--- src/rtl/lcs_pkg.sv ---
package lcs_pkg;

  localparam int HIDDEN_DEF    = 16;
  localparam int INPUTS_DEF    = 8;
  localparam int ACT_DEPTH_DEF = 256;
  localparam int CFG_W         = 5;

  localparam logic [2:0] MODE_W_IN   = 3'd0;
  localparam logic [2:0] MODE_W_REC  = 3'd1;
  localparam logic [2:0] MODE_BIAS   = 3'd2;
  localparam logic [2:0] MODE_SAMPLE = 3'd3;
  localparam logic [2:0] MODE_CLEAR  = 3'd4;

  localparam logic CFG_HIDDEN_USED = 1'b0;
  localparam logic CFG_INPUTS_USED = 1'b1;

  localparam logic [4:0] HIDDEN_USED_RST = 5'd16;
  localparam logic [3:0] INPUTS_USED_RST = 4'd8;

  localparam logic [1:0] GATE_FORGET = 2'd0;
  localparam logic [1:0] GATE_INPUT  = 2'd1;
  localparam logic [1:0] GATE_CAND   = 2'd2;
  localparam logic [1:0] GATE_OUTPUT = 2'd3;

  localparam logic signed [15:0] Q_ONE = 16'sd4096;
  localparam int Q_MAX = 32767;
  localparam int Q_MIN = -32768;
  localparam longint Q31_ONE = 64'sd2147483648;

  typedef enum logic [2:0] {
    TERM_BIAS,
    TERM_WX,
    TERM_UH,
    TERM_FC,
    TERM_IG,
    TERM_OT
  } term_e;

  typedef enum logic [1:0] {
    DEST_GATE,
    DEST_CELL,
    DEST_HID
  } dest_e;

  typedef enum logic [3:0] {
    ST_CLEAR,
    ST_IDLE,
    ST_GATE,
    ST_GWAIT,
    ST_CELL_FC,
    ST_CELL_IG,
    ST_CWAIT,
    ST_HID,
    ST_HWAIT,
    ST_EMIT_RD,
    ST_EMIT_LD
  } state_e;

  typedef struct packed {
    logic       load;
    logic       clr;
    logic       issue;
    term_e      term;
    logic       first;
    logic       last;
    dest_e      dest;
    logic [1:0] gate;
    logic       emit_ld;
    logic       emit_final;
  } dp_cmd_t;

  typedef struct packed {
    logic busy;
    logic out_vld;
  } dp_sts_t;

  function automatic logic [63:0] udiv64(input logic [63:0] num, input logic [63:0] dv);
    logic [63:0] q;
    logic [63:0] r;
    q = '0;
    r = '0;
    for (int i = 63; i >= 0; i--) begin
      r = {r[62:0], num[i]};
      if (r >= dv) begin
        r    = r - dv;
        q[i] = 1'b1;
      end
    end
    return q;
  endfunction

  // table entry at the bin midpoint, e^-|x| from a series on |x|/16 squared four times
  function automatic logic signed [15:0] act_entry(input int j, input int depth,
                                                   input logic is_tanh);
    longint      dd;
    logic        neg;
    logic [63:0] mag;
    logic [63:0] g;
    logic [63:0] t;
    logic [63:0] p;
    logic [63:0] p2;
    logic [63:0] num;
    logic [63:0] den;
    logic [63:0] q;
    longint      sum;
    dd  = 2 * longint'(j) + 1 - longint'(depth);
    neg = dd < 0;
    mag = neg ? 64'(-dd) : 64'(dd);
    g   = udiv64(mag << 30, 64'(depth));
    sum = Q31_ONE;
    t   = 64'(Q31_ONE);
    for (int k = 1; k <= 16; k++) begin
      t = udiv64((t * g) >> 31, 64'(k));
      if ((k & 1) != 0) sum = sum - longint'(t);
      else sum = sum + longint'(t);
    end
    p = 64'(sum);
    for (int s = 0; s < 4; s++) p = (p * p) >> 31;
    p2 = (p * p) >> 31;
    if (is_tanh) begin
      den = 64'(Q31_ONE) + p2;
      q   = udiv64((64'(Q31_ONE) - p2) * 64'd8192 + den, den << 1);
      return neg ? -16'(q) : 16'(q);
    end
    den = 64'(Q31_ONE) + p;
    num = neg ? p : 64'(Q31_ONE);
    q   = udiv64(num * 64'd8192 + den, den << 1);
    return 16'(q);
  endfunction

endpackage

--- src/rtl/lcs_ctrl.sv ---
module lcs_ctrl #(
  parameter int HIDDEN = lcs_pkg::HIDDEN_DEF,
  parameter int INPUTS = lcs_pkg::INPUTS_DEF,
  localparam int MX   = (HIDDEN > INPUTS) ? HIDDEN : INPUTS,
  localparam int RW   = (HIDDEN > 1) ? $clog2(HIDDEN) : 1,
  localparam int CW   = (MX > 1) ? $clog2(MX) : 1,
  localparam int CLRW = $clog2(4 * HIDDEN * MX)
) (
  input  logic                       clk_i,
  input  logic                       rst_ni,
  input  logic                       in_valid_i,
  output logic                       in_ready_o,
  input  logic [2:0]                 mode_i,
  input  logic                       last_i,
  input  logic                       cfg_we_i,
  input  logic                       cfg_idx_i,
  input  logic [lcs_pkg::CFG_W-1:0]  cfg_data_i,
  output lcs_pkg::dp_cmd_t           cmd_o,
  input  lcs_pkg::dp_sts_t           sts_i,
  output logic [RW-1:0]              row_o,
  output logic [CW-1:0]              col_o,
  output logic [CLRW-1:0]            clr_addr_o
);
  import lcs_pkg::*;

  localparam int CLR_N = 4 * HIDDEN * MX;
  localparam int NW    = $clog2(HIDDEN + 1);
  localparam int MW    = $clog2(INPUTS + 1);

  state_e          state_q, state_d;
  logic [RW-1:0]   row_q, row_d;
  logic [CW-1:0]   col_q, col_d;
  logic [1:0]      gate_q, gate_d;
  term_e           term_q, term_d;
  logic [CLRW-1:0] clr_q, clr_d;
  logic [4:0]      hid_used_q;
  logic [3:0]      in_used_q;
  logic [NW-1:0]   n_w;
  logic [MW-1:0]   m_w;
  logic            col_end_m, col_end_n, row_end;

  assign n_w = (32'(hid_used_q) < HIDDEN) ? NW'(hid_used_q) : NW'(HIDDEN);
  assign m_w = (32'(in_used_q) < INPUTS) ? MW'(in_used_q) : MW'(INPUTS);
  assign col_end_m = (32'(col_q) + 1) == 32'(m_w);
  assign col_end_n = (32'(col_q) + 1) == 32'(n_w);
  assign row_end   = (32'(row_q) + 1) == 32'(n_w);

  always_ff @(posedge clk_i or negedge rst_ni) begin
    if (!rst_ni) begin
      hid_used_q <= HIDDEN_USED_RST;
      in_used_q  <= INPUTS_USED_RST;
    end else if (cfg_we_i) begin
      unique case (cfg_idx_i)
        CFG_HIDDEN_USED: hid_used_q <= cfg_data_i[4:0];
        CFG_INPUTS_USED: in_used_q  <= cfg_data_i[3:0];
      endcase
    end
  end

  always_ff @(posedge clk_i or negedge rst_ni) begin
    if (!rst_ni) begin
      state_q <= ST_CLEAR;
      row_q   <= '0;
      col_q   <= '0;
      gate_q  <= '0;
      term_q  <= TERM_BIAS;
      clr_q   <= '0;
    end else begin
      state_q <= state_d;
      row_q   <= row_d;
      col_q   <= col_d;
      gate_q  <= gate_d;
      term_q  <= term_d;
      clr_q   <= clr_d;
    end
  end

  always_comb begin
    state_d    = state_q;
    row_d      = row_q;
    col_d      = col_q;
    gate_d     = gate_q;
    term_d     = term_q;
    clr_d      = clr_q;
    in_ready_o = 1'b0;
    cmd_o      = '0;
    cmd_o.term = term_q;
    cmd_o.gate = gate_q;
    cmd_o.dest = DEST_GATE;
    unique case (state_q)
      ST_CLEAR: begin
        cmd_o.clr = 1'b1;
        clr_d = clr_q + 1'b1;
        if (32'(clr_q) == CLR_N - 1) state_d = ST_IDLE;
      end
      ST_IDLE: begin
        in_ready_o = 1'b1;
        if (in_valid_i) begin
          cmd_o.load = 1'b1;
          if (mode_i == MODE_SAMPLE && last_i && n_w != '0) begin
            state_d = ST_GATE;
            row_d   = '0;
            col_d   = '0;
            gate_d  = '0;
            term_d  = TERM_BIAS;
          end
        end
      end
      ST_GATE: begin
        cmd_o.issue = 1'b1;
        unique case (term_q)
          TERM_BIAS: begin
            cmd_o.first = 1'b1;
            col_d  = '0;
            term_d = (m_w != '0) ? TERM_WX : TERM_UH;
          end
          TERM_WX: begin
            if (col_end_m) begin
              col_d  = '0;
              term_d = TERM_UH;
            end else begin
              col_d = col_q + 1'b1;
            end
          end
          TERM_UH: begin
            if (col_end_n) begin
              cmd_o.last = 1'b1;
              col_d  = '0;
              term_d = TERM_BIAS;
              gate_d = gate_q + 1'b1;
              if (gate_q == GATE_OUTPUT) state_d = ST_GWAIT;
            end else begin
              col_d = col_q + 1'b1;
            end
          end
          default: term_d = TERM_BIAS;
        endcase
      end
      ST_GWAIT: begin
        if (!sts_i.busy) state_d = ST_CELL_FC;
      end
      ST_CELL_FC: begin
        cmd_o.issue = 1'b1;
        cmd_o.term  = TERM_FC;
        cmd_o.first = 1'b1;
        cmd_o.dest  = DEST_CELL;
        state_d = ST_CELL_IG;
      end
      ST_CELL_IG: begin
        cmd_o.issue = 1'b1;
        cmd_o.term  = TERM_IG;
        cmd_o.last  = 1'b1;
        cmd_o.dest  = DEST_CELL;
        state_d = ST_CWAIT;
      end
      ST_CWAIT: begin
        if (!sts_i.busy) state_d = ST_HID;
      end
      ST_HID: begin
        cmd_o.issue = 1'b1;
        cmd_o.term  = TERM_OT;
        cmd_o.first = 1'b1;
        cmd_o.last  = 1'b1;
        cmd_o.dest  = DEST_HID;
        state_d = ST_HWAIT;
      end
      ST_HWAIT: begin
        if (!sts_i.busy) begin
          if (row_end) begin
            row_d   = '0;
            state_d = ST_EMIT_RD;
          end else begin
            row_d   = row_q + 1'b1;
            state_d = ST_GATE;
          end
        end
      end
      ST_EMIT_RD: begin
        if (!sts_i.out_vld) state_d = ST_EMIT_LD;
      end
      ST_EMIT_LD: begin
        cmd_o.emit_ld    = 1'b1;
        cmd_o.emit_final = row_end;
        if (row_end) begin
          row_d   = '0;
          state_d = ST_IDLE;
        end else begin
          row_d   = row_q + 1'b1;
          state_d = ST_EMIT_RD;
        end
      end
      default: state_d = ST_IDLE;
    endcase
  end

  assign row_o      = row_q;
  assign col_o      = col_q;
  assign clr_addr_o = clr_q;

  assert property (@(posedge clk_i) disable iff (!rst_ni) cmd_o.emit_ld |-> !sts_i.out_vld)
    else $error("result loaded over a pending beat");
  assert property (@(posedge clk_i) disable iff (!rst_ni) in_ready_o |-> !sts_i.busy)
    else $error("input taken while the MAC pipeline is busy");
  assert property (@(posedge clk_i) disable iff (!rst_ni)
    (state_q == ST_CWAIT && sts_i.busy) |=> state_q == ST_CWAIT)
    else $error("cell wait left before the pipeline drained");

endmodule

--- config.mk ---
export PLATFORM = sky130hd
export DESIGN_NAME = lcs_ctrl
export DESIGN_NICKNAME = d
export VERILOG_FILES = /design/src/rtl/lcs_pkg.sv /design/src/rtl/lcs_ctrl.sv
export SDC_FILE = /design/constraint.sdc
export NUM_CORES = 1
export LEC_CHECK = 0
export BUFFER_PORTS_ARGS = -buffer_cell sky130_fd_sc_hd__buf_2
export CAP_MARGIN = 40
export CORE_UTILIZATION = 49
export DETAILED_ROUTE_END_ITERATION = 8
export PLACE_DENSITY = 0.84
export SETUP_SLACK_MARGIN = 0.2
export SLEW_MARGIN = 10
export SYNTH_ARGS = -nofsm -noshare
export SYNTH_HDL_FRONTEND = slang
export SYNTH_SLANG_ARGS = --single-unit
--- constraint.sdc ---
create_clock -name clk_i -period 2.2 [get_ports clk_i]
set_input_delay 0.22 -clock clk_i [delete_from_list [all_inputs] [get_ports clk_i]]
set_output_delay 0.22 -clock clk_i [all_outputs]
set_load 0.02 [all_outputs]
==> metrics list, run 1 <==
- The flow ran to the end, but the final reports show violations.
- The final reports fail on negative hold slack, negative setup slack.
- Maximum fanout along the worst path: 5
- Of the synthesized area, sequential elements account for 0.3664.
- The pre-antenna-repair detailed-routing pass consisted of 5 iterations.
- Synth Area per Inst: ~9.1 um2
* Most frequent standard cell in the layout excluding fill and tap cells: sky130_fd_sc_hd__buf_2
* Highest attainable clock frequency: between 400 and 500 MHz
- In the routed layout, each cell is associated on average with a via count of 6.034.
- The synthesized design contains 0 enable-type register cells.
- Top-Level Pins: 49
- The H-tree was split into 2 levels.
- Dividing the detail-routed wire length by the instance count gives between 15 and 20 um.
- Pins over their slew limit: 0
- After filler insertion, the fill cell instance count of the layout stands at 362.
- The routed design has 6.849 mm of wire.
- Setup Crit Path Kind: flop to flop
* Starting utilization of the core area: 0.5075
- For this design the static power due to leakage is 1.470 nW.
- Register-to-Register Path Depth: 7
- Weighted congestion at the end of routability-driven global placement: 0.9012
* Dominant cell type by area after synthesis: sky130_fd_sc_hd__dfrtp_1
* Detailed placement HPWL: between 4 and 5 mm
- The floorplan step defined a die boundary enclosing approximately 5200 um2.
* Clock transition at path regs: 80 ps
- In the routed design, unresolved DRC markers number 0.
- After clock tree synthesis, the flow added hold-fix buffers numbering 0.
- Number of instances in the synthesized netlist: 263
* Clk Latency, worst-skew pair: 310 ps
* Commonest non-fill, non-tap cells in the layout: 46 x sky130_fd_sc_hd__buf_2, 29 x sky130_fd_sc_hd__nor2_1, 29 x sky130_fd_sc_hd__buf_4, 25 x sky130_fd_sc_hd__dfrtp_1, 20 x sky130_fd_sc_hd__nand2_1
- Library cells used by synthesis: 63
- Max_cap viols: 0
- The share of synthesized area in the top cell type comes to 0.3445.
- After routing the design area is ~3100 um2.
* Critical Path Source Type: flop
* PD cells: 1219 nW/um2
- For this run the aggregate overflow at the end of global routing stands at 0.
- Area overhead of the layout relative to synthesis: 31.37%
- The die is 71.95 um tall.
- Number of synthesized register bits: 35
- Post-synthesis async set-or-reset flop share: 1.000
- On the final layout, the worst clock skew is roughly 10 ps.
- In this run the horizontal extent of the chip is 71.95 um.
- For this run, the leading register cell type out of synthesis is sky130_fd_sc_hd__dfrtp_1.
- Cell types with the largest area share after synthesis: sky130_fd_sc_hd__dfrtp_1 34%, sky130_fd_sc_hd__mux2_2 4.7%, sky130_fd_sc_hd__nor2_1 4.7%
* Net count of the mapped netlist: 286
- Entering global routing, the biggest net connects 36 pins.
- Number of buffers on the longest clock path: 2
- 0 antenna diodes ended up in the layout.
- Type of destination of the critical path: flop
- Period minus WS final: 2268 ps
* Post-Place Setup Slack: 19.82 ps
- TritonCTS Buffers: 5
- For this design, the sink count on the clock tree is 35.
* Worst Max-Slew Pin Slew: roughly 800 ps
* Final count of hold timing violations: 5
* Buffers on Ports: 48
- Min-delay worst type: input port to asynchronous set/reset pin
* Antenna violations before repair: 0
- Final setup vio count: 4
* Vias in the first global route: approximately 2200
* Max-slew headroom at the worst pin: 0.4650
- Setup slack on the worst reg-to-reg path comes out at -70 ps.
- At the end of the flow, the number of nets in the layout was approximately 360.
* Aggregate global-route resource usage: 0.2555
- In the final layout, the share of cells above drive strength 1 is 0.4206.
- RSZ-0062 raised after global routing: true
- The region available for standard cell placement spans 4723 um2.
- For this run, the number of Yosys warnings is 0.
- The synthesized netlist occupies a cell area of 2397 um2.
- Reg-to-reg endpoint: term_q[0]
- Setup_tns: -243.7 ps
- Clk Tree Root Cell: sky130_fd_sc_hd__clkbuf_8
- STA puts the critical path data required time at 2390 ps.
- Antenna viol nets, final: 0
- The first global-routing pass estimated 10.16 mm of wire.
* First-iteration detailed-routing DRC count: 252
- Detailed routing inserted a total of 2456 vias.
- Area of placed instances: 2874 um2
- Post-route clock period utilization: 1.031
* Peak VDD IR: ~0.74 mV
- Once routing completed, OpenROAD measured the worst setup slack at -68.15 ps.
* Worst hold slack after final layout: -5.392 ps
* Clock tree from TritonCTS: yes
- In this run the critical register-to-register path is launched from col_o[0].
- Total power after layout: 3.838 mW
- Num rows: 25
* Arrival @ worst endpoint: 2460 ps
==> cell families after synthesis <==
kind of cell	count (synthesis)	share of synthesized area
mux	12	0.05585
compound gates	58	0.1785
fa+ha+maj	7	0.03653
buf+inv	23	0.04332
flops	35	0.3664
xor+xnor	19	0.07881
simple gates	109	0.2406
==> layout make-up <==
cell class                      count  area (um2)  share of cell area
Tap cell                           67       83.83             0.02662
Multi-Input combinational cell    205        1539              0.4887
Timing Repair Buffer               80       504.2              0.1601
Inverter                           12       45.04             0.01430
Clock buffer                        5       68.82             0.02185
Sequential cell                    35       888.4              0.2821
Clock inverter                      3       20.02            0.006357
==> per-layer routing <==
| metal | up-vias | track usage | part of all wire |
|---|---|---|---|
| met3 | 25 | 0.05139 | 0.080 |
| met2 | 144 | 0.4025 | 0.47 |
| met5 | - | 0 | 0 |
| met4 | 0 | 0.1198 | 0.033 |
| li1 | 1108 | - | - |
| met1 | 1179 | 0.3405 | 0.41 |
==> state kept, by name (all words and copies together), names as in the netlist <==
signal and flops:
clr_addr_o 10, row_o 4, col_o 4, state_q 4, gate_q 2, hid_used_q 5, in_used_q 4, term_q 2
==> where the power goes <==
group,switching (mW),internal [mW]
Sequential,0.210,0.813
Combinational,1.32,0.995
Clock,0.276,0.221
Total,1.81,2.03
==> through the flow <==
| stage | instances | util |
|---|---|---|
| 5_1_grt | 407 | 0.6668 |
| 4_1_cts | 401 | 0.6408 |
| 3_3_place_gp | 389 | 0.6085 |
| 3_5_place_dp | 389 | 0.6085 |
| 6_report | 407 | 0.6668 |
| 2_1_floorplan | 263 | - |
==> critical path, cell delays in order, from the launching register on <==
cell	delay, ps
sky130_fd_sc_hd__dfrtp_2	430
sky130_fd_sc_hd__ha_4	270
sky130_fd_sc_hd__buf_6	130
sky130_fd_sc_hd__buf_4	130
sky130_fd_sc_hd__o311ai_1	400
sky130_fd_sc_hd__o22ai_2	150
sky130_fd_sc_hd__a311oi_2	270
sky130_fd_sc_hd__mux2_1	370
==> how the worst max path moves through the flow <==
stage | depth (start not counted) | start | slack, ps | to
after floorplan | 8 | col_o[1] | -30 | term_q[0]
after global placement | 7 | col_o[1] | 80 | term_q[0]
after detailed placement | 7 | row_o[1] | 20 | state_q[3]
after CTS | 7 | row_o[1] | -60 | cmd_o[0]
after global routing | 7 | row_o[1] | -140 | cmd_o[0]
final | 7 | col_o[0] | -70 | term_q[0]
==> what timing repair did <==
action                     4_1_cts  5_1_grt
resized for setup               10       28
setup endpoints to repair       17       23
buffers inserted                 4        6
pin swaps                        9        4
==> Yosys cell counts (all sizes together) (2+ instances only) <==
cell / count
dfrtp: 33
nor2: 30
nand2: 21
o21ai: 18
xnor2: 12
inv: 11
mux2: 11
nand3: 11
ha: 7
a21oi: 6
buf: 6
nand4: 6
xor2: 6
and3: 5
clkbuf: 5
nor3: 5
a32o: 4
and2: 4
nand2b: 4
nand3b: 4
nor4: 4
a211oi: 3
a22o: 3
a31o: 3
nor2b: 3
nor3b: 3
a21o: 2
a221o: 2
a22oi: 2
dfstp: 2
o31ai: 2
or2: 2
Power figures use the tool's default switching activity.
==> run 2: changes to the inputs <==
--- a/config.mk
+++ b/config.mk
@@ -5,6 +5,7 @@
 export SDC_FILE = /design/constraint.sdc
 export NUM_CORES = 1
 export LEC_CHECK = 0
+export ABC_AREA = 1
 export BUFFER_PORTS_ARGS = -buffer_cell sky130_fd_sc_hd__buf_2
 export CAP_MARGIN = 40
 export CORE_UTILIZATION = 49
==> run 2 against run 1 <==
Net effect:
- the run now ends clean
- area after synthesis is 0.42% higher
- sequential share of layout area is 0.87 points higher
- routed wire length is 3.6% lower
- final cell count is 20% higher
- first-iteration DRC count is 14% lower
- critical path type is now flop to primary output
- largest cell class unchanged
==> metrics list, run 2 <==
- Summed over all instances, the cell type with the most area after synthesis is sky130_fd_sc_hd__dfrtp_1.
- The global placement routability congestion was 0.8861 (-1.7%).
- Length of the first detailed-routing pass in iterations: 6 (+1)
- Num rows: 25 (unchanged)
* Clock transition at path regs: 70 ps (about the same)
- The library cell used most frequently in the layout, excluding fill and tap cells, is sky130_fd_sc_hd__nand2_1.
* First-iteration detailed-routing DRC count: 217 (-14%)
- Result of the run: finished, final reports clean
* Antenna diode count: 0 (unchanged)
- TritonCTS Buffers: 5 (unchanged)
* H-tree level count: 2 (unchanged)
- The final global-route overflow total came to 0 (unchanged).
- The post-placement cell area was 2741 um2 (-4.6%).
- Antenna viol nets, final: 0 (unchanged)
- The total number of nets in the final design is 444 (+23%).
- The area of the die was 5197 um2 (+0.40%).
- Starting utilization of the core area: 0.5097 (+0.002119)
- The number of clock sinks was 35 (unchanged).
* Crit path cell chain: ha_4 -> inv_2 -> xor2_1 -> nor2_1 -> nand3_2 -> nor3_4 -> or2_4 -> buf_6
- The tree is rooted in a sky130_fd_sc_hd__clkbuf_8.
- Number of filler cells placed in the layout: 404 (+12%)
- The final routed wirelength across all metal layers was 6.603 mm (-3.6%).
* Worst-case clock skew: 6.482 ps (-3.310 ps)
- Critical Path Source Type: flop
- Number of flops mapped to enable cells by yosys: 0 (unchanged)
- The synthesized area per cell came to 6.781 um2 (-26%).
* Max_cap viols: 0 (unchanged)
* Top-Level Pins: 49 (unchanged)
- The proportion of layout cells with a drive suffix above 1 came to 0.2630 (-0.1576).
- Hold-fix buffer count after cts: 0 (unchanged)
- The number of buffers and inverters on the critical path was 2 (unchanged).
- The number of max-slew violations in the final report is 0 (unchanged).
- The startpoint identified for the worst register-to-register timing path is col_o[0].
* CORE AREA: 4723 um2 (unchanged)
* Reg-to-reg endpoint: gate_q[1]
* Flip-flop cell with the highest count after synthesis: sky130_fd_sc_hd__dfrtp_1
- The number of antenna violations at the first check in global routing came to 0 (unchanged).
- Aggregate global-route resource usage: 0.2519 (-0.003602)
- Final count of hold timing violations: 0 (-5)
- Die Width: 72.09 um (+0.20%)
* Final setup vio count: 0 (-4)
- Peak VDD IR: 0.3929 mV (-47%)
* Number of buffers on the longest clock path: 2 (unchanged)
- Net count of the mapped netlist: 378 (+32%)
* Share of the yosys chip area belonging to registers: 0.3649 (-0.001523)
- Data required, critical path: 1980 ps (-410 ps)
* Max-slew headroom at the worst pin: 0.4609 (-0.004127)
- Maximum fanout along the worst path: 2 (-3)
- Standby leakage power: 1.618 nW (+10%)
- The share of Yosys cell area claimed by the top area cell type was 0.3430 (-0.001432).
- The number of vias in the routed layout is 2637 (+7.4%).
- The number of unique standard cell types used by synthesis is 29 (-54%).
- RSZ-0062 raised after global routing: true
- The endpoint arrival time on the critical path is 1860 ps (-600 ps).
- The number of instances in the synthesized netlist was 355 (+35%).
* Cell area after layout: 3029 um2 (-3.8%)
- The aggregate negative setup slack came to 0 ps (+243.7 ps).
- Post-Place Setup Slack: 168.9 ps (+149.1 ps)
- Crit path largest cell delay: 430 ps (about the same)
* PD cells: 481.8 nW/um2 (-60%)
- The number of flip-flops in the largest register is 10 (unchanged).
- The post-route DRC violation count was 0 (unchanged).
- The actual slew at the worst max-slew pin came to 808.6 ps (+6.191 ps).
- TritonCTS built the clock tree.
* Top Family by Delay on Critical Path: simple AND/OR/NAND/NOR gates
* Yosys warning total: 0 (unchanged)
- Number of synthesized register bits: 35 (unchanged)
- First-pass GRT wire length: 10.27 mm (+1.1%)
* Total power after layout: 1.459 mW (-62%)
- Netlist Area Pre-Place: 2407 um2 (+0.42%)
* Routed wirelength normalized by instance count: 13.50 um (-20%)
- Vert. Die Dim: 72.09 um (+0.20%)
* Min-delay worst type: input port to asynchronous set/reset pin
- STA classifies the critical path endpoint as a primary output.
- The sequential cell area came to 880.8 um2 (-0.85%).
* Commonest non-fill, non-tap cells in the layout: 121 x sky130_fd_sc_hd__nand2_1, 46 x sky130_fd_sc_hd__buf_2, 41 x sky130_fd_sc_hd__inv_1, 32 x sky130_fd_sc_hd__nor2_1, 31 x sky130_fd_sc_hd__dfrtp_1
- Detailed placement HPWL: 4.369 mm (-2.4%)
- Buffers on Ports: 48 (unchanged)
* Register-to-Register Path Depth: 11 (+4)
- The peak clock frequency supported by timing came to 481.0 MHz (+9.1%).
* CP max-delay cell: sky130_fd_sc_hd__dfrtp_1
- Setup Crit Path Kind: flop to primary output
* Vias in the first global route: 2332 (+7.8%)
- The source-to-sink clock delay at the later pin of the worst-skew pair is 300 ps (about the same).
- The async set or reset register ratio after synthesis was 1.000 (unchanged).
- In the post-synthesis netlist, the cell with the most instances is sky130_fd_sc_hd__nand2_1.
* Slack of the worst reg-to-reg path: 390 ps (+460 ps)
* Period minus WS final: 2079 ps (-189.0 ps)
- Setup WS post-layout: 120.8 ps (+189.0 ps)
- Area overhead of the layout relative to synthesis: 25.83%
* Via count normalized by instance count: 5.393 (-11%)
- Post-route clock period utilization: 0.9451 (-0.08589)
- Multi-input gate area: 1414 um2 (-8.1%)
* Worst hold slack after final layout: 2.348 ps (+7.740 ps)
- Pin count of the biggest net entering global routing: 36 (unchanged)
- Synth cell count leaders: 125 x sky130_fd_sc_hd__nand2_1, 43 x sky130_fd_sc_hd__inv_1, 35 x sky130_fd_sc_hd__nor2_1, 33 x sky130_fd_sc_hd__dfrtp_1, 27 x sky130_fd_sc_hd__nand3_1
- Cell types with the largest area share after synthesis: sky130_fd_sc_hd__dfrtp_1 34%, sky130_fd_sc_hd__nand2_1 19%, sky130_fd_sc_hd__inv_1 6.7%
==> run 2: area by class of cell <==
| cell class | instances | area share |
|---|---|---|
| multi-input combinational | 270 | 0.4667 |
| sequential | 35 | 0.2908 |
| timing repair buffer | 61 | 0.1157 |
| inverter | 48 | 0.06196 |
| tap | 67 | 0.02767 |
| clock buffer | 5 | 0.02272 |
| clock inverter | 3 | 0.01446 |
==> run 2: metal layers <==
| metal | GRT usage | wire length (um) | up-vias |
|---|---|---|---|
| met2 | 0.4143 | 3165 | 142 |
| met3 | 0.04722 | 483 | 36 |
| met1 | 0.3336 | 2733 | 1191 |
| met5 | 0 | 0 | - |
| li1 | - | - | 1268 |
| met4 | 0.08715 | 221 | 0 |
==> run 2: repair_timing <==
action | in CTS | in global routing
setup endpoints to repair | 2 | 3
gates cloned | 0 | 0
gates resized for setup | 15 | 12
pin swaps | 6 | 4
buffers inserted | 7 | 4
==> run 2: cells by family (layout without fill, tap and decap cells) <==
family / Yosys count / count (layout) / share of synthesized area
compound gates: 25 / 25 / 0.05405
buf+inv: 50 / 117 / 0.08108
fa+ha+maj: 7 / 7 / 0.03638
flops: 35 / 35 / 0.3649
xor+xnor: 10 / 10 / 0.03638
simple gates: 228 / 228 / 0.4272
==> run 2: report_power, final <==
| part | internal (mW) | total, mW | switching [mW] |
|---|---|---|---|
| Sequential | 0.670 | 0.698 | 0.0278 |
| Combinational | 0.0617 | 0.167 | 0.106 |
| Clock | 0.337 | 0.594 | 0.257 |
| Total | 1.07 | 1.46 | 0.390 |
==> run 2: worst max-delay path by stage <==
stage | start | endpoint | cells after the start
5_1_grt | hid_used_q[4] | cmd_o[6] | 10
3_5_place_dp | col_o[1] | cmd_o[6] | 11
2_1_floorplan | row_o[0] | cmd_o[0] | 7
6_report | col_o[0] | cmd_o[6] | 8
4_1_cts | col_o[0] | cmd_o[6] | 8
3_3_place_gp | col_o[1] | cmd_o[6] | 11
==> run 2: through the flow <==
| step | utilization | std cells |
|---|---|---|
| 6_report | 0.6413 | 489 |
| 5_1_grt | 0.6413 | 489 |
| 4_1_cts | 0.6257 | 485 |
| 3_5_place_dp | 0.5804 | 470 |
| 3_3_place_gp | 0.5804 | 470 |
| 2_1_floorplan | - | 355 |
==> run 2: worst reg2reg max path, stage by stage (launching register included) <==
cell,delay (ps)
sky130_fd_sc_hd__dfrtp_1,430
sky130_fd_sc_hd__ha_4,290
sky130_fd_sc_hd__inv_2,40
sky130_fd_sc_hd__xor2_1,140
sky130_fd_sc_hd__nor2_1,130
sky130_fd_sc_hd__nand3_2,130
sky130_fd_sc_hd__nor3_4,160
sky130_fd_sc_hd__buf_4,140
sky130_fd_sc_hd__buf_4,100
sky130_fd_sc_hd__buf_4,100
sky130_fd_sc_hd__nand2_1,40
sky130_fd_sc_hd__nand2_1,60
==> run 3: changes to the inputs <==
--- a/config.mk
+++ b/config.mk
@@ -10,7 +10,8 @@
 export CAP_MARGIN = 40
 export CORE_UTILIZATION = 49
 export DETAILED_ROUTE_END_ITERATION = 8
-export PLACE_DENSITY = 0.84
+export HOLD_SLACK_MARGIN = 0.03
+export PLACE_DENSITY = 0.81
 export SETUP_SLACK_MARGIN = 0.2
 export SLEW_MARGIN = 10
 export SYNTH_ARGS = -nofsm -noshare
==> constraint.sdc (replaced) <==
create_clock -name clk_i -period 2.3 [get_ports clk_i]
set_input_delay 0.23 -clock clk_i [delete_from_list [all_inputs] [get_ports clk_i]]
set_output_delay 0.23 -clock clk_i [all_outputs]
set_load 0.02 [all_outputs]
==> run 3 against run 2 <==
Net effect:
- combinational power fell by 5%
- clock-buffer cell count stayed put
- routed wire length shrank 11%
- clock skew hardly changed
- hold slack about the same
- sequential power is 4.9% lower
- sequential share of layout area grew 0.21 points
- global-route usage down 1.6 points
- final cell count fell by 0.20%
- non-clock buffer count decreased by 1
- first-iteration DRC count decreased by 9.7%
- critical path type unchanged
- critical endpoint unchanged
- largest power group unchanged
==> metrics list, run 3 (synthesized netlist as in run 2, its figures left out) <==
- The flow ran to the end, and the final reports show no timing, DRC or antenna violations.
- Final count of hold timing violations: 0 (unchanged)
* Switching power as a share of total power: 0.2618 (-0.005564)
- Weighted congestion at the end of routability-driven global placement: 0.9015 (+1.7%)
* Arrival @ worst endpoint: 1830 ps (-30 ps)
- NumNets Final: 443 (-0.23%)
* CORE AREA: 4723 um2 (unchanged)
- TritonCTS built the clock tree.
- The leakage power figure came to 1.607 nW (-0.66%).
* Final setup vio count: 0 (unchanged)
* Cell-internal power: 1.023 mW (-4.3%)
- Data required, critical path: 2070 ps (+90 ps)
- Post-route clock period utilization: 0.8967
- Worst Max-Slew Pin Slew: 763.5 ps (-45.09 ps)
* Buffers on Ports: 48 (unchanged)
- The first-iteration detailed-routing DRC count is 196 (-9.7%).
- Die Width: 72.09 um (unchanged)
* Num rows: 25 (unchanged)
* Number of filler cells placed in the layout: 400 (-0.99%)
- Commonest non-fill, non-tap cells in the layout: 121 x sky130_fd_sc_hd__nand2_1, 46 x sky130_fd_sc_hd__buf_2, 41 x sky130_fd_sc_hd__inv_1, 33 x sky130_fd_sc_hd__nor2_1, 30 x sky130_fd_sc_hd__dfrtp_1
- The source-to-sink clock delay at the later pin of the worst-skew pair came to 290 ps (about the same).
- Most frequent standard cell in the layout excluding fill and tap cells: sky130_fd_sc_hd__nand2_1
- The number of cells after detailed placement was 470 (unchanged).
* Die Area: 5197 um2 (unchanged)
- The maximum number of pins on one net before global-route repair came to 36 (unchanged).
- Part of the power in registers: 0.479 (about the same)
* Sink count of the clock tree: 35 (unchanged)
- The final antenna-violating net count is 0 (unchanged).
- Highest attainable clock frequency: 484.9 MHz
- The worst setup path is of the flop to primary output kind.
- The first-pass GRT wire length was 9.701 mm (-5.5%).
- The power share of the combinational group was 0.115 (about the same).
* Maximum fanout along the worst path: 8 (+6)
- The all-layer global routing usage was 0.2362 (-0.01575).
* Period minus WS final: 2062 ps
- The number of antenna violations at the first check in global routing came to 0 (unchanged).
- TritonCTS Buffers: 5 (unchanged)
- Setup_tns: 0 ps (unchanged)
* Worst hold slack after final layout: 2.625 ps (+0.2769 ps)
- The clock-pin slew of the registers on the worst-case setup and hold paths came to 80 ps (about the same).
- Length of the first detailed-routing pass in iterations: 5 (-1)
* Worst-case clock skew: 6.826 ps (+0.3438 ps)
* Via count normalized by instance count: 5.148 (-4.5%)
* Routed vias: 2512 (-4.7%)
- Max_cap viols: 0 (unchanged)
- The height of the chip was 72.09 um (unchanged).
- Detailed placement HPWL: 4.253 mm (-2.6%)
- Max-slew headroom at the worst pin: 0.4910 (+0.03006)
- Cell area after layout: 3012 um2 (-0.58%)
- In this run the worst hold path is classified as input port to asynchronous set/reset pin.
- The proportion of layout cells with a drive suffix above 1 is 0.2613 (-0.001751).
- Number of buffers on the longest clock path: 2 (unchanged)
- The via count of the first global-routing pass was 2256 (-3.3%).
- STA classifies the critical path startpoint as a flop.
- The initial core utilization came to 0.5097 (unchanged).
* Post-layout instance count excluding filler cells: 488 (-0.20%)
- Total congestion overflow: 0 (unchanged)
- The reported net switching power came to 0.3628 mW (-7.0%).
- Setup repair after global routing could not meet its margin everywhere.
* Top-Level Pins: 49 (unchanged)
- Proportion of power drawn by the clock network: 0.406 (about the same)
- The tree is rooted in a sky130_fd_sc_hd__clkbuf_8.
- The antenna diode count was 0 (unchanged).
- Area overhead of the layout relative to synthesis: 25.10%
- Peak VDD IR: 0.4224 mV (+7.5%)
- The post-route DRC violation count was 0 (unchanged).
* Flip-flop count of the largest register, all copies and words added: 10 (unchanged)
- The post-placement cell area came to 2736 um2 (-0.18%).
- H-tree level count: 2 (unchanged)
- Type of destination of the critical path: primary output
* Total Wirelength: 5.892 mm (-11%)
- PD cells: 460.2 nW/um2 (-4.5%)
- Pins over their slew limit: 0 (unchanged)
* Routed wirelength normalized by instance count: 12.07 um (-11%)
run 3: worst max-delay path, cell delays in order (launching register included):
cell,delay (ps)
sky130_fd_sc_hd__dfstp_2,570
sky130_fd_sc_hd__inv_2,90
sky130_fd_sc_hd__nand2_1,130
sky130_fd_sc_hd__xor2_1,170
sky130_fd_sc_hd__nor2_1,70
sky130_fd_sc_hd__nand3_2,110
sky130_fd_sc_hd__nor3_4,50
sky130_fd_sc_hd__or2_4,230
sky130_fd_sc_hd__buf_6,130
run 3: worst paths after layout:
path / start / end / slack, ps / cells past startpoint
max reg2reg: col_o[1] / state_q[3] / 310 / 13
min reg2reg: in_used_q[2] / in_used_q[2] / 500 / 2
min: rst_ni / col_o[3] / 3 / 1
max in group asynchronous: rst_ni / row_o[1] / 1770 / 1
min in group clk_i: cfg_data_i[3] / in_used_q[3] / 180 / 3
max: hid_used_q[4] / cmd_o[6] / 240 / 8
run 3: metal layers:
layer,wire [um],GRT usage,vias up,share of wire
li1,-,-,1261,-
met1,2715,0.3084,1152,0.46
met2,2775,0.3863,86,0.47
met3,286,0.04861,13,0.049
met4,114,0.08932,0,0.019
met5,0,0,-,0
run 3: power by group through the flow:
stage	registers, mW	logic, mW	clock network (mW)
after CTS	0.662	0.151	0.570
after global routing	0.667	0.180	0.602
final	0.664	0.159	0.563
after detailed placement	0.676	0.136	0
after global placement	0.675	0.133	0
after floorplan	0.672	0.0829	0
run 3: cell type report:
| type | count | area, um2 | area share |
|---|---|---|---|
| multi-input cells | 270 | 1406 | 0.4670 |
| flip-flops and latches | 35 | 882.1 | 0.2929 |
| repair buffers | 60 | 339.1 | 0.1126 |
| inverters | 48 | 187.7 | 0.06232 |
| well taps | 67 | 83.83 | 0.02784 |
| clock buffers | 5 | 68.82 | 0.02285 |
| clock inverters | 3 | 43.79 | 0.01454 |
run 3: what timing repair did:
item / CTS / global route
setup endpoints to repair: 2 / 2
gates cloned: 0 / 0
gates resized for setup: 13 / 12
pin swaps: 5 / 6
endpoints found under the hold margin: 0 / 0
hold buffers: 0 / 0
setup buffers: 9 / 1
run 3: per-stage QoR:
stage	power, mW	setup slack, ps	util
after floorplan	0.7554	256.0	-
after global placement	0.8081	314.5	0.5793
after detailed placement	0.8118	223.6	0.5793
after CTS	1.382	178.3	0.6262
after global routing	1.449	152.9	0.6376
final	1.386	237.7	0.6376
